`src/hdl/tpq_pkg.sv`:
```
// Shared types and constants for the touch press qualifier.
package tpq_pkg;

	localparam logic [11:0] RawMin     = 12'd220;
	localparam logic [11:0] RawMax     = 12'd3900;
	localparam logic [10:0] SizeMax    = 11'd1024;
	// (v - 220) * (size - 1) / 3680: 3680 = 32 * 115, the /115 by reciprocal
	localparam int unsigned PreShift   = 5;
	localparam logic [17:0] RecipMul   = 18'd145889;
	localparam int unsigned RecipShift = 24;

	typedef enum logic [3:0] {
		REG_SCREEN_WIDTH  = 4'd0,
		REG_SCREEN_HEIGHT = 4'd1,
		REG_BUTTON_LEFT   = 4'd2,
		REG_BUTTON_TOP    = 4'd3,
		REG_BUTTON_WIDTH  = 4'd4,
		REG_BUTTON_HEIGHT = 4'd5,
		REG_COOLDOWN_MS   = 4'd6,
		REG_PRESSURE_MIN  = 4'd7
	} reg_index_t;

	typedef struct packed {
		logic [10:0]        screen_width;
		logic [10:0]        screen_height;
		logic signed [10:0] button_left;
		logic signed [10:0] button_top;
		logic [9:0]         button_width;
		logic [9:0]         button_height;
		logic [15:0]        cooldown_ms;
		logic [12:0]        pressure_min;
	} cfg_t;

	typedef struct packed {
		logic        pen_down;
		logic [11:0] pressure_one;
		logic [11:0] pressure_two;
		logic [11:0] x_first;
		logic [11:0] x_second;
		logic [11:0] x_third;
		logic [11:0] y_first;
		logic [11:0] y_second;
		logic [11:0] y_third;
		logic [31:0] now_ms;
	} in_item_t;

	typedef struct packed {
		logic        pressed;
		logic [11:0] raw_x;
		logic [11:0] raw_y;
		logic [9:0]  screen_x;
		logic [9:0]  screen_y;
		logic        button_hit;
		logic [31:0] now_ms;
	} mid_item_t;

	typedef struct packed {
		logic        pressed;
		logic [11:0] raw_x;
		logic [11:0] raw_y;
		logic [9:0]  screen_x;
		logic [9:0]  screen_y;
		logic        button_hit;
		logic        toggle;
	} out_item_t;

endpackage

```
`src/hdl/tpq_front.sv`:
```
// Front pipeline: pressure test, medians, scaling and button hit test.
module tpq_front import tpq_pkg::*; (
	input  logic      clk,
	input  logic      arst_n,
	input  cfg_t      cfg,
	input  logic      push,
	output logic      full,
	input  in_item_t  item,
	output logic      mid_push,
	output mid_item_t mid_item,
	input  logic      mid_full
);

	function automatic logic [11:0] med3(input logic [11:0] a, input logic [11:0] b,
			input logic [11:0] c);
		logic [11:0] lo;
		logic [11:0] hi;
		logic [11:0] m;
		lo = (a < b) ? a : b;
		hi = (a < b) ? b : a;
		m  = (hi < c) ? hi : c;
		return (lo > m) ? lo : m;
	endfunction

	function automatic logic [11:0] clamp_off(input logic [11:0] v);
		logic [11:0] c;
		c = v;
		if (v < RawMin) begin
			c = RawMin;
		end else if (v > RawMax) begin
			c = RawMax;
		end
		return c - RawMin;
	endfunction

	// effective size minus one; zero taken as 1, above 1024 as 1024
	function automatic logic [9:0] size_m1(input logic [10:0] s);
		logic [10:0] d;
		if (s == 11'd0) begin
			d = 11'd0;
		end else if (s > SizeMax) begin
			d = SizeMax - 11'd1;
		end else begin
			d = s - 11'd1;
		end
		return d[9:0];
	endfunction

	function automatic logic in_btn(input logic signed [12:0] x, input logic signed [12:0] y,
			input cfg_t c);
		logic signed [12:0] l;
		logic signed [12:0] t;
		logic signed [12:0] r;
		logic signed [12:0] b;
		l = $signed({{2{c.button_left[10]}}, c.button_left});
		t = $signed({{2{c.button_top[10]}}, c.button_top});
		r = l + $signed({3'b000, c.button_width});
		b = t + $signed({3'b000, c.button_height});
		return (x >= l) && (x < r) && (y >= t) && (y < b);
	endfunction

	logic        adv;
	logic        acc;
	logic [9:0]  wm1;
	logic [9:0]  hm1;
	logic [12:0] psum;
	logic        v_s1, v_s2, v_s3, v_s4;

	logic        pressed_s1, pressed_s2, pressed_s3;
	logic [11:0] rx_s1, rx_s2, rx_s3;
	logic [11:0] ry_s1, ry_s2, ry_s3;
	logic [31:0] now_s1, now_s2, now_s3;
	logic [11:0] offx_s1, offy_s1;
	logic [21:0] prodx_s2, prody_s2;
	logic [34:0] qx_s3, qy_s3;
	mid_item_t   item_s4;

	logic [9:0]         sx_c, sy_c;
	logic signed [12:0] sxs, sys, wm1s, hm1s;
	logic               hit_c;

	assign adv  = !v_s4 || !mid_full;
	assign full = !adv;
	assign acc  = push && adv;
	assign wm1  = size_m1(cfg.screen_width);
	assign hm1  = size_m1(cfg.screen_height);
	// z1 + (4095 - z2)
	assign psum = {1'b0, item.pressure_one} + {1'b0, ~item.pressure_two};

	assign sx_c = pressed_s3 ? qx_s3[RecipShift+9:RecipShift] : 10'd0;
	assign sy_c = pressed_s3 ? qy_s3[RecipShift+9:RecipShift] : 10'd0;
	assign sxs  = $signed({3'b000, sx_c});
	assign sys  = $signed({3'b000, sy_c});
	assign wm1s = $signed({3'b000, wm1});
	assign hm1s = $signed({3'b000, hm1});
	// four screen rotations
	assign hit_c = pressed_s3 && (in_btn(sxs, sys, cfg) || in_btn(wm1s - sys, sxs, cfg) ||
		in_btn(wm1s - sxs, hm1s - sys, cfg) || in_btn(sys, hm1s - sxs, cfg));

	always_ff @(posedge clk or negedge arst_n) begin
		if (!arst_n) begin
			v_s1 <= 1'b0;
			v_s2 <= 1'b0;
			v_s3 <= 1'b0;
			v_s4 <= 1'b0;
		end else if (adv) begin
			v_s1 <= acc;
			v_s2 <= v_s1;
			v_s3 <= v_s2;
			v_s4 <= v_s3;
		end
	end

	always_ff @(posedge clk) begin
		if (adv) begin
			pressed_s1 <= item.pen_down && (psum >= cfg.pressure_min);
			rx_s1      <= med3(item.x_first, item.x_second, item.x_third);
			ry_s1      <= med3(item.y_first, item.y_second, item.y_third);
			offx_s1    <= clamp_off(med3(item.x_first, item.x_second, item.x_third));
			offy_s1    <= clamp_off(med3(item.y_first, item.y_second, item.y_third));
			now_s1     <= item.now_ms;

			pressed_s2 <= pressed_s1;
			rx_s2      <= pressed_s1 ? rx_s1 : 12'd0;
			ry_s2      <= pressed_s1 ? ry_s1 : 12'd0;
			prodx_s2   <= 22'(offx_s1) * 22'(wm1);
			prody_s2   <= 22'(offy_s1) * 22'(hm1);
			now_s2     <= now_s1;

			pressed_s3 <= pressed_s2;
			rx_s3      <= rx_s2;
			ry_s3      <= ry_s2;
			qx_s3      <= 35'(prodx_s2[21:PreShift]) * 35'(RecipMul);
			qy_s3      <= 35'(prody_s2[21:PreShift]) * 35'(RecipMul);
			now_s3     <= now_s2;

			item_s4.pressed    <= pressed_s3;
			item_s4.raw_x      <= rx_s3;
			item_s4.raw_y      <= ry_s3;
			item_s4.screen_x   <= sx_c;
			item_s4.screen_y   <= sy_c;
			item_s4.button_hit <= hit_c;
			item_s4.now_ms     <= now_s3;
		end
	end

	assign mid_push = v_s4 && !mid_full;
	assign mid_item = item_s4;

endmodule

```
`src/hdl/tpq_queue.sv`:
```
// Small register queue between the front and back parts.
module tpq_queue #(
	parameter int unsigned Width = 8,
	parameter int unsigned Depth = 4
) (
	input  logic             clk,
	input  logic             arst_n,
	input  logic             push,
	input  logic [Width-1:0] data_in,
	output logic             full,
	input  logic             pop,
	output logic [Width-1:0] data_out,
	output logic             empty
);

	localparam int unsigned PtrW = (Depth > 1) ? $clog2(Depth) : 1;
	localparam int unsigned CntW = $clog2(Depth + 1);

	logic [Width-1:0] mem_q [Depth];
	logic [PtrW-1:0]  wr_ptr_q;
	logic [PtrW-1:0]  rd_ptr_q;
	logic [CntW-1:0]  count_q;
	logic             do_push;
	logic             do_pop;

	assign full     = (count_q == CntW'(Depth));
	assign empty    = (count_q == '0);
	assign do_push  = push && !full;
	assign do_pop   = pop && !empty;
	assign data_out = mem_q[rd_ptr_q];

	always_ff @(posedge clk or negedge arst_n) begin
		if (!arst_n) begin
			wr_ptr_q <= '0;
			rd_ptr_q <= '0;
			count_q  <= '0;
		end else begin
			if (do_push) begin
				wr_ptr_q <= (wr_ptr_q == PtrW'(Depth - 1)) ? '0 : wr_ptr_q + 1'b1;
			end
			if (do_pop) begin
				rd_ptr_q <= (rd_ptr_q == PtrW'(Depth - 1)) ? '0 : rd_ptr_q + 1'b1;
			end
			if (do_push && !do_pop) begin
				count_q <= count_q + 1'b1;
			end else if (do_pop && !do_push) begin
				count_q <= count_q - 1'b1;
			end
		end
	end

	always_ff @(posedge clk) begin
		if (do_push) begin
			mem_q[wr_ptr_q] <= data_in;
		end
	end

endmodule

```
`src/hdl/tpq_back.sv`:
```
// Back part: press edge and cooldown tracking, result register.
module tpq_back import tpq_pkg::*; (
	input  logic      clk,
	input  logic      arst_n,
	input  cfg_t      cfg,
	input  logic      mid_empty,
	input  mid_item_t mid_item,
	output logic      mid_pop,
	output logic      empty,
	input  logic      pop,
	output out_item_t result
);

	logic        was_pressed_q;
	logic [31:0] last_toggle_q;
	logic        out_valid_q;
	out_item_t   out_q;
	logic        take;
	logic [31:0] elapsed;
	logic        fire;

	assign take    = !mid_empty && (!out_valid_q || pop);
	assign mid_pop = take;
	// wrapping difference
	assign elapsed = mid_item.now_ms - last_toggle_q;
	assign fire    = mid_item.pressed && !was_pressed_q && mid_item.button_hit &&
		(elapsed > {16'd0, cfg.cooldown_ms});

	always_ff @(posedge clk or negedge arst_n) begin
		if (!arst_n) begin
			was_pressed_q <= 1'b0;
			last_toggle_q <= '0;
			out_valid_q   <= 1'b0;
		end else begin
			if (take) begin
				was_pressed_q <= mid_item.pressed;
				if (fire) begin
					last_toggle_q <= mid_item.now_ms;
				end
				out_valid_q <= 1'b1;
			end else if (pop) begin
				out_valid_q <= 1'b0;
			end
		end
	end

	always_ff @(posedge clk) begin
		if (take) begin
			out_q.pressed    <= mid_item.pressed;
			out_q.raw_x      <= mid_item.raw_x;
			out_q.raw_y      <= mid_item.raw_y;
			out_q.screen_x   <= mid_item.screen_x;
			out_q.screen_y   <= mid_item.screen_y;
			out_q.button_hit <= mid_item.button_hit;
			out_q.toggle     <= fire;
		end
	end

	assign empty  = !out_valid_q;
	assign result = out_q;

endmodule

```
`src/hdl/touch_press_qualifier.sv`:
```
// Top level: config registers, front pipeline, queue and back part.
//
//  channel  | handshake              | payload
//  ---------+------------------------+---------------------------
//  input    | push / full            | item   (in_item_t)
//  result   | empty / pop            | result (out_item_t)
//  config   | cfg_valid / cfg_ready  | cfg_index, cfg_data
//
// One item is accepted per cycle while full is low; on its way to the result it passes
// the four front stages (median, scale multiply, reciprocal multiply, hit test),
// the queue and the result register.
// Reset clears the config to its defaults, the press and toggle state and the queue.
// A stalled result only stops the front once QueueDepth items wait in the queue.
module touch_press_qualifier import tpq_pkg::*; #(
	parameter int unsigned QueueDepth = 4
) (
	input  logic        clk,
	input  logic        arst_n,
	input  logic        push,
	output logic        full,
	input  in_item_t    item,
	output logic        empty,
	input  logic        pop,
	output out_item_t   result,
	input  logic        cfg_valid,
	output logic        cfg_ready,
	input  logic [3:0]  cfg_index,
	input  logic [15:0] cfg_data
);

	cfg_t      cfg_q;
	logic      mid_push;
	logic      mid_full;
	logic      mid_pop;
	logic      mid_empty;
	mid_item_t mid_in;
	mid_item_t mid_out;

	assign cfg_ready = 1'b1;

	always_ff @(posedge clk or negedge arst_n) begin
		if (!arst_n) begin
			cfg_q.screen_width  <= 11'd480;
			cfg_q.screen_height <= 11'd320;
			cfg_q.button_left   <= 11'sd194;
			cfg_q.button_top    <= 11'sd18;
			cfg_q.button_width  <= 10'd136;
			cfg_q.button_height <= 10'd28;
			cfg_q.cooldown_ms   <= 16'd600;
			cfg_q.pressure_min  <= 13'd150;
		end else if (cfg_valid && cfg_ready) begin
			case (cfg_index)
				REG_SCREEN_WIDTH:  cfg_q.screen_width  <= cfg_data[10:0];
				REG_SCREEN_HEIGHT: cfg_q.screen_height <= cfg_data[10:0];
				REG_BUTTON_LEFT:   cfg_q.button_left   <= $signed(cfg_data[10:0]);
				REG_BUTTON_TOP:    cfg_q.button_top    <= $signed(cfg_data[10:0]);
				REG_BUTTON_WIDTH:  cfg_q.button_width  <= cfg_data[9:0];
				REG_BUTTON_HEIGHT: cfg_q.button_height <= cfg_data[9:0];
				REG_COOLDOWN_MS:   cfg_q.cooldown_ms   <= cfg_data;
				REG_PRESSURE_MIN:  cfg_q.pressure_min  <= cfg_data[12:0];
				default: ;
			endcase
		end
	end

	tpq_front u_front (
		.clk      (clk),
		.arst_n   (arst_n),
		.cfg      (cfg_q),
		.push     (push),
		.full     (full),
		.item     (item),
		.mid_push (mid_push),
		.mid_item (mid_in),
		.mid_full (mid_full)
	);

	tpq_queue #(
		.Width ($bits(mid_item_t)),
		.Depth (QueueDepth)
	) u_queue (
		.clk      (clk),
		.arst_n   (arst_n),
		.push     (mid_push),
		.data_in  (mid_in),
		.full     (mid_full),
		.pop      (mid_pop),
		.data_out (mid_out),
		.empty    (mid_empty)
	);

	tpq_back u_back (
		.clk       (clk),
		.arst_n    (arst_n),
		.cfg       (cfg_q),
		.mid_empty (mid_empty),
		.mid_item  (mid_out),
		.mid_pop   (mid_pop),
		.empty     (empty),
		.pop       (pop),
		.result    (result)
	);

`ifndef SYNTHESIS
	a_toggle_needs_hit: assert property (@(posedge clk) disable iff (!arst_n)
		!empty && result.toggle |-> result.pressed && result.button_hit)
		else $error("toggle without a pressed hit");

	a_idle_zero: assert property (@(posedge clk) disable iff (!arst_n)
		!empty && !result.pressed |-> result.raw_x == 12'd0 && result.raw_y == 12'd0 &&
			result.screen_x == 10'd0 && result.screen_y == 10'd0 && !result.button_hit)
		else $error("coordinates not cleared without a press");

	a_full_only_on_queue: assert property (@(posedge clk) disable iff (!arst_n)
		full |-> mid_full && !mid_push)
		else $error("front stalled while the queue had room");
`endif

endmodule

```
`config.mk`:
```
export PLATFORM = sky130hd
export DESIGN_NAME = touch_press_qualifier
export DESIGN_NICKNAME = d
export VERILOG_FILES = /design/src/hdl/tpq_pkg.sv /design/src/hdl/tpq_front.sv /design/src/hdl/tpq_queue.sv /design/src/hdl/tpq_back.sv /design/src/hdl/touch_press_qualifier.sv
export SDC_FILE = /design/constraint.sdc
export NUM_CORES = 2
export LEC_CHECK = 0
export BUFFER_PORTS_ARGS = -buffer_cell sky130_fd_sc_hd__buf_2
export CAP_MARGIN = 40
export CORE_MARGIN = 5
export CORE_UTILIZATION = 55
export DETAILED_ROUTE_END_ITERATION = 12
export PLACE_DENSITY = 0.72
export SYNTH_ARGS = -nofsm -noshare
export SYNTH_HDL_FRONTEND = slang
export SYNTH_SLANG_ARGS = --single-unit
```
`constraint.sdc`:
```
create_clock -name clk -period 9.3 [get_ports clk]
set_input_delay 1.86 -clock clk [delete_from_list [all_inputs] [get_ports clk]]
set_output_delay 1.86 -clock clk [all_outputs]
set_load 0.01 [all_outputs]
```
== After elaboration in Yosys (flattened, before gate mapping) ==
Memory sizes are Yosys's and may differ from the RTL's.
Index checks and enable logic that the tools add are counted.
Word-level totals
  bits in registers: 570
  bits in writable memories: 312
  memories: 1
  output and inout port bits: 50
  latch bits: 0
  logic and storage cells: 192
  bits in read-only memories: 0
  input port bits: 154
Operators by class
  $add $sub $neg: 16
  multipliers: 4
  bitwise gates (word level): 1
  reduce and logical (&&, ||, !) cells: 52
  shift-type cells: 0
  divide/modulo/power cells: 0
  equality and inequality tests: 10
  $lt $le $gt $ge: 30
  mux-type cells: 28
Memories
  u_queue.mem_q: words 4, bits a word 78, read ports 1, clocked after Yosys merged registers in 0, write ports 1, RTL line tpq_queue.sv:19  | logic [Width-1:0] mem_q [Depth];
Operator list (number)
  $mux 12: 14
  $lt 11x12->1: 8
  $ge 11x11->1: 8
  $mul 17x18->34 const B: 2
  $mux 10: 6
  $lt 12x12->1: 4
  $mul 12x10->22: 2
  $sub 10x10->11: 4
  $gt 32x16->1: 1
  $sub 32x32->32: 1
  $add 11x11->12: 2
  $gt 12x12->1: 2
  $gt 12x12->1 const B: 2
  $logic_and 1x1->1: 24
  $lt 12x8->1 const B: 2
  $sub 12x8->12 const B: 2
  $gt 11x11->1 const B: 2
  $logic_not 11->1: 2
  $sub 10x1->10 const B: 2
  $reduce_and 2->1: 9
  $eq 4x3->1 const B: 4
  $add 12x12->13: 1
  $ge 13x13->1: 1
  $not 12->12: 1
  15 further kinds: 35

== Logic depth before layout (Yosys ltp) ==
  depth after elaboration: 12
  depth in mapped cells: 43
  gate-level depth less buffers: 38

== Hierarchy ==
Synthesis repeated with hierarchy kept, for this count alone.
Second synthesis, totals
  cell total of the unflattened synthesis: 4660
  area total of the unflattened synthesis: 57249.9 µm²
Modules (own cells, without submodules)
  tpq_front: instances 1, area each 36533.8 µm², cells each 3508, seq. area each 9919.5 µm²
  tpq_queue: instances 1, area each 11801.3 µm², cells each 445, seq. area each 9544.2 µm²
  tpq_back: instances 1, area each 5346.4 µm², cells each 499, seq. area each 2262.2 µm²
  touch_press_qualifier: instances 1, area each 3568.4 µm², cells each 208, seq. area each 2357.3 µm²

== Worst setup path before layout ==
OpenSTA, ideal clock, no wires.
  path kind: input -> register
  start point: in item[87] (netlist name)
  end point: reg u_front.offx_s1[8] (data pin)
  path buffers: 8
  slack: -0.103 ns
  data required time: 9.033 ns
  cell stages on the path: 41
  setup time: 0.267 ns
  data arrival time: 9.136 ns
  cells stage by stage: inv_1 > ha_1 > and4_1 > o21ai_0 > o211a_1 > nor2_1 > clkbuf_1 > clkbuf_1 > buf_1 > o21ai_0 > ha_1 > a21o_1 > a21oi_1 > nand3_1 > or4b_1 > buf_2 > and2_1 > buf_2 > [5 not listed] > nor2b_1 > o21a_1 > o21ai_0 > nand2b_1 > a21oi_1 > nand3_1 > a41oi_2 > nor2_4 > mux2_1 > and3_1 > buf_2 > a211oi_1 > o21bai_1 > or2_1 > ha_1 > o21ai_0 > o21ai_0 > xnor2_1
Between the ends
  longest elaborated chain between the ends: 11
  elaborated cells between the ends (all ways): 13
  classes of those cells: add/sub (1); order compare (5); mux (7)
Ends and longest elaborated chain
  start: declaration: RTL line touch_press_qualifier.sv:21  | input in_item_t item,
  $lt 12x12->1: RTL line tpq_front.sv:19, tpq_front.sv:20
  $mux 12: RTL line tpq_front.sv:20  | hi = (a < b) ? b : a;
  $lt 12x12->1: RTL line tpq_front.sv:21  | m = (hi < c) ? hi : c;
  $mux 12: RTL line tpq_front.sv:21
  $gt 12x12->1: RTL line tpq_front.sv:22  | return (lo > m) ? lo : m;
  $mux 12 (*): RTL line tpq_front.sv:22
  $gt 12x12->1: RTL line tpq_front.sv:30  | end else if (v > RawMax) begin
  $mux 12: RTL line tpq_front.sv:30
  $mux 12 (*): RTL line tpq_front.sv:28  | if (v < RawMin) begin
  $mux 12 (*): RTL line tpq_front.sv:115  | if (adv) begin
  $sub 12x8->12 (*): RTL line tpq_front.sv:33  | return c - RawMin;
  end signal: assignment: RTL line tpq_front.sv:119  | offx_s1 <= clamp_off(med3(item.x_first, item.x_second, item.x_third));
  end: declaration: RTL line tpq_front.sv:73  | logic [11:0] offx_s1, offy_s1;
Mark *: on every way between the ends. The rest lies on a longest branch, timed or not. The select of a mux whose other input is x is not followed.
A chain may end at the register's enable or synchronous reset.

== Worst setup path after layout ==
  start point: in item[49] (netlist name)
  end point: reg u_front.offy_s1[8] (data pin)
Between the ends
  longest elaborated chain between the ends: 11
  elaborated cells between the ends (all ways): 13
  classes of those cells: add/sub (1); order compare (5); mux (7)
Ends and longest elaborated chain
  $lt 12x12->1: RTL line tpq_front.sv:19, tpq_front.sv:20
  $mux 12: RTL line tpq_front.sv:20
  $lt 12x12->1: RTL line tpq_front.sv:21
  $mux 12: RTL line tpq_front.sv:21
  $gt 12x12->1: RTL line tpq_front.sv:22
  $mux 12 (*): RTL line tpq_front.sv:22
  $gt 12x12->1: RTL line tpq_front.sv:30
  $mux 12: RTL line tpq_front.sv:30
  $mux 12 (*): RTL line tpq_front.sv:28
  $mux 12 (*): RTL line tpq_front.sv:115
  $sub 12x8->12 (*): RTL line tpq_front.sv:33
  end signal: assignment: RTL line tpq_front.sv:120  | offy_s1 <= clamp_off(med3(item.y_first, item.y_second, item.y_third));
  end: declaration: RTL line tpq_front.sv:73
Marks and branches as above.

==> flow_summary.yaml <==
run_status:
  status: "finished clean"
synthesis:
  synth_top_area_cell: "edfxtp_1"
  synthTopCellsByArea: "edfxtp_1 37%, ha_1 16%, fa_1 11%"
  yosys_warnings: 0
  synth_top_family_by_area: "adder cells"
  ys_ff_latch: 824
  synth-edff-count: 686
  synthAdderAreaFrac: 0.276
  ys_seq_area_frac: 0.429
  synth_xor_area_frac: 0.0222
  synthMuxAreaShare: 0.0560
  yosysMostFrequentCell: "ha_1"
  async_reset_ff_frac: 0.167
  synth_common_cells: "727 x ha_1, 686 x edfxtp_1, 655 x inv_1, 319 x fa_1, 318 x nand2_1"
  synth_cell_types: 93
  synth_area_sq_um: 56100
  yosys.area_share.simple: 0.0833
  synth_compound_area_frac: 0.0810
  synth_top_area_frac: 0.367
  avgSynthCellArea_sq_um: 12.1
  ys.flop_type: "edfxtp_1"
  synthCells: 4639
  synth_fp_nets: 5839
die:
  dieArea_sq_um: 108000
  core-area_sq_um: 102000
  rows: 117
  die_w_um: 329
  start_util: 0.552
  die_h_um: 329
  ios: 204
global_route:
  antenna_found_initial: 6
  grt_pass1_wl_um: 201000
  grt_max_degree: 69
  grt_usage: 0.235
  grt_pass1_vias: 36900
  grt_overflow: 0
sta:
  worst_slew_pin_slew_ns: 0.902
  rsz0062_at_grt: "false"
  finalSetupViolCount: 0
  setup_slack_ns: 0.482
  max_slew_margin: 0.399
  min_period_ns: 8.82
  fmax_mhz: 113
  hold_viol_final: 0
  finalCritPeriodShare: 0.948
  whs_ns: 0.411
  clock_skew_ns: 0.0308
  slew_viol_final: 0
routing:
  drcViolationCount: 0
  drtPass1Iterations: 6
  wirelength_um: 125000
  antenna_left: 0
  routed_via_density: 5.56
  drt_iter0_drc: 2174
  vias: 35300
  wl_per_cell_um: 19.7
worst_hold_path:
  hold_depth: 0
  hold_path_class: "flop to flop"
setup_path:
  start_kind: "input port"
  cp_max_fo: 19
  crit_path_max_incr_delay_ns: 0.47
  end_kind: "flop"
  crit_path_top_delay_cell: "or4b_1"
  worstPathRequired_ns: 9.67
  crit_arrival_ns: 9.19
  reg2reg_depth: 23
  crit_top_cell: "ha_1"
  crit_type: "input port to flop"
placement:
  finalWeightedCongestion: 0.914
  place_ws_ns: -0.312
  hpwl_um: 94000
  io_buffers: 202
  place_inst: 6175
finish:
  drive_gt1_frac: 0.133
  area_growth_pct: 10.6
  layout.cells.non_filler: 6339
  fin_nets: 6095
  utilization: 0.611
clocking:
  cts_sinks: 824
  h-tree-depth: 3
  cts_tree: "yes"
  path_clk_slew_ns: 0.06
  numCtsBuffers: 86
  clk_latency_ns: 0.67
  cts_root_buffer: "clkbuf_16"
  clock_path_buffers: 3
flow_run:
  max_cap_violations: 0
per-stage QoR:
step                      TNS [ns]  area, sq um
final                            0        62100
after floorplan                  0        56100
after CTS                        0        62000
after detailed placement    -0.750        59200
after global placement      -0.102        59000
after global routing             0        62100
layer usage:
metal	GRT usage	share of wire
met5	0	0
met2	0.404	0.49
met1	0.326	0.45
met4	0.0548	0.018
met3	0.0262	0.047
cell families after synthesis:
logic type	after synthesis
compound gates	716
mux	204
flops	824
buf+inv	769
xor+xnor	142
fa+ha+maj	1048
simple gates	935
other cells	1
state kept, by name (all words and copies together) (netlist names), 17 cells and up:
| register | flops |
|---|---|
| cfg_q | 93 |
| u_front.mid_item | 78 |
| u_front.prody_s2 | 17 |
| u_front.prodx_s2 | 17 |
| u_front.now_s2 | 32 |
| u_back.last_toggle_q | 32 |
| u_queue.mem_q | 312 |
| u_back.result | 47 |
| u_front.now_s3 | 32 |
| u_front.now_s1 | 32 |
repair_timing:
| item | CTS | global route |
|---|---|---|
| endpoints found under the setup margin | 0 | 3 |
| buffers inserted | 0 | 0 |
| hold buffers | 0 | 0 |
| resized for setup | 0 | 3 |
final timing paths:
| path | startpoint | to | slack, ns |
|---|---|---|---|
| max | item[49] | u_front.offy_s1[8] | 0.48 |
| min | u_front.rx_s3[3] | u_front.mid_item[68] | 0.41 |
| max reg2reg | cfg_q[84] | u_front.prodx_s2[21] | 1.39 |
| min reg2reg | u_front.rx_s3[3] | u_front.mid_item[68] | 0.41 |
| max in group asynchronous | arst_n | cfg_q[7] | 6.93 |
| min in group asynchronous | arst_n | u_back.last_toggle_q[31] | 1.19 |
layout by cell type (no fill, tap or decap), types with 13 or more instances in the layout:
| cell type | Yosys | routed |
|---|---|---|
| xnor2_1 | 92 | 92 |
| clkbuf_16 | 0 | 88 |
| inv_1 | 655 | 653 |
| nand2_1 | 318 | 318 |
| o211ai_1 | 13 | 13 |
| or2_2 | 14 | 14 |
| nor2b_1 | 67 | 67 |
| mux2i_1 | 25 | 25 |
| dfstp_2 | 24 | 24 |
| a31oi_1 | 20 | 19 |
| o21ai_0 | 205 | 204 |
| a21oi_1 | 189 | 189 |
| ha_1 | 727 | 727 |
| and2_1 | 135 | 130 |
| nand4_1 | 32 | 32 |
| fa_1 | 319 | 319 |
| mux4_2 | 78 | 78 |
| nor3_1 | 38 | 37 |
| nand3_1 | 42 | 42 |
| o21a_1 | 62 | 62 |
| clkinv_1 | 0 | 16 |
| clkbuf_1 | 70 | 17 |
| mux2_2 | 100 | 100 |
| a21o_1 | 83 | 83 |
| edfxtp_1 | 686 | 686 |
| buf_2 | 9 | 201 |
| o21bai_1 | 26 | 26 |
| nor2_1 | 148 | 147 |
| buf_4 | 2 | 70 |
| xor2_1 | 50 | 50 |
| dfrtp_1 | 114 | 112 |
| nand2b_1 | 63 | 63 |
| and3_1 | 13 | 13 |
worst max-delay path, delay by kind of cell:
| family | cells | cell delay (ns) |
|---|---|---|
| buffers and inverters | 4 | 0.53 |
| adders and majority gates | 4 | 1.08 |
| xor gates and xnor gates | 1 | 0.15 |
| and+or+nand+nor | 13 | 2.54 |
| AOI/OAI and AO/OA | 14 | 2.69 |
| muxes | 1 | 0.35 |
final cells by class:
type / count / area (sq um)
Clock buffer: 107 / 2290
Multi-Input combinational cell: 3046 / 29100
Timing Repair Buffer: 281 / 1750
Inverter: 656 / 2470
Clock inverter: 55 / 592
Sequential cell: 824 / 24100
Antenna cell: 2 / 5.00
Tap cell: 1368 / 1710
Fill cell: 8101 / 39500
Power is left out: the tool's default activity adds up to more than one toggle a clock period on the data nets, which glitch-free logic cannot reach.
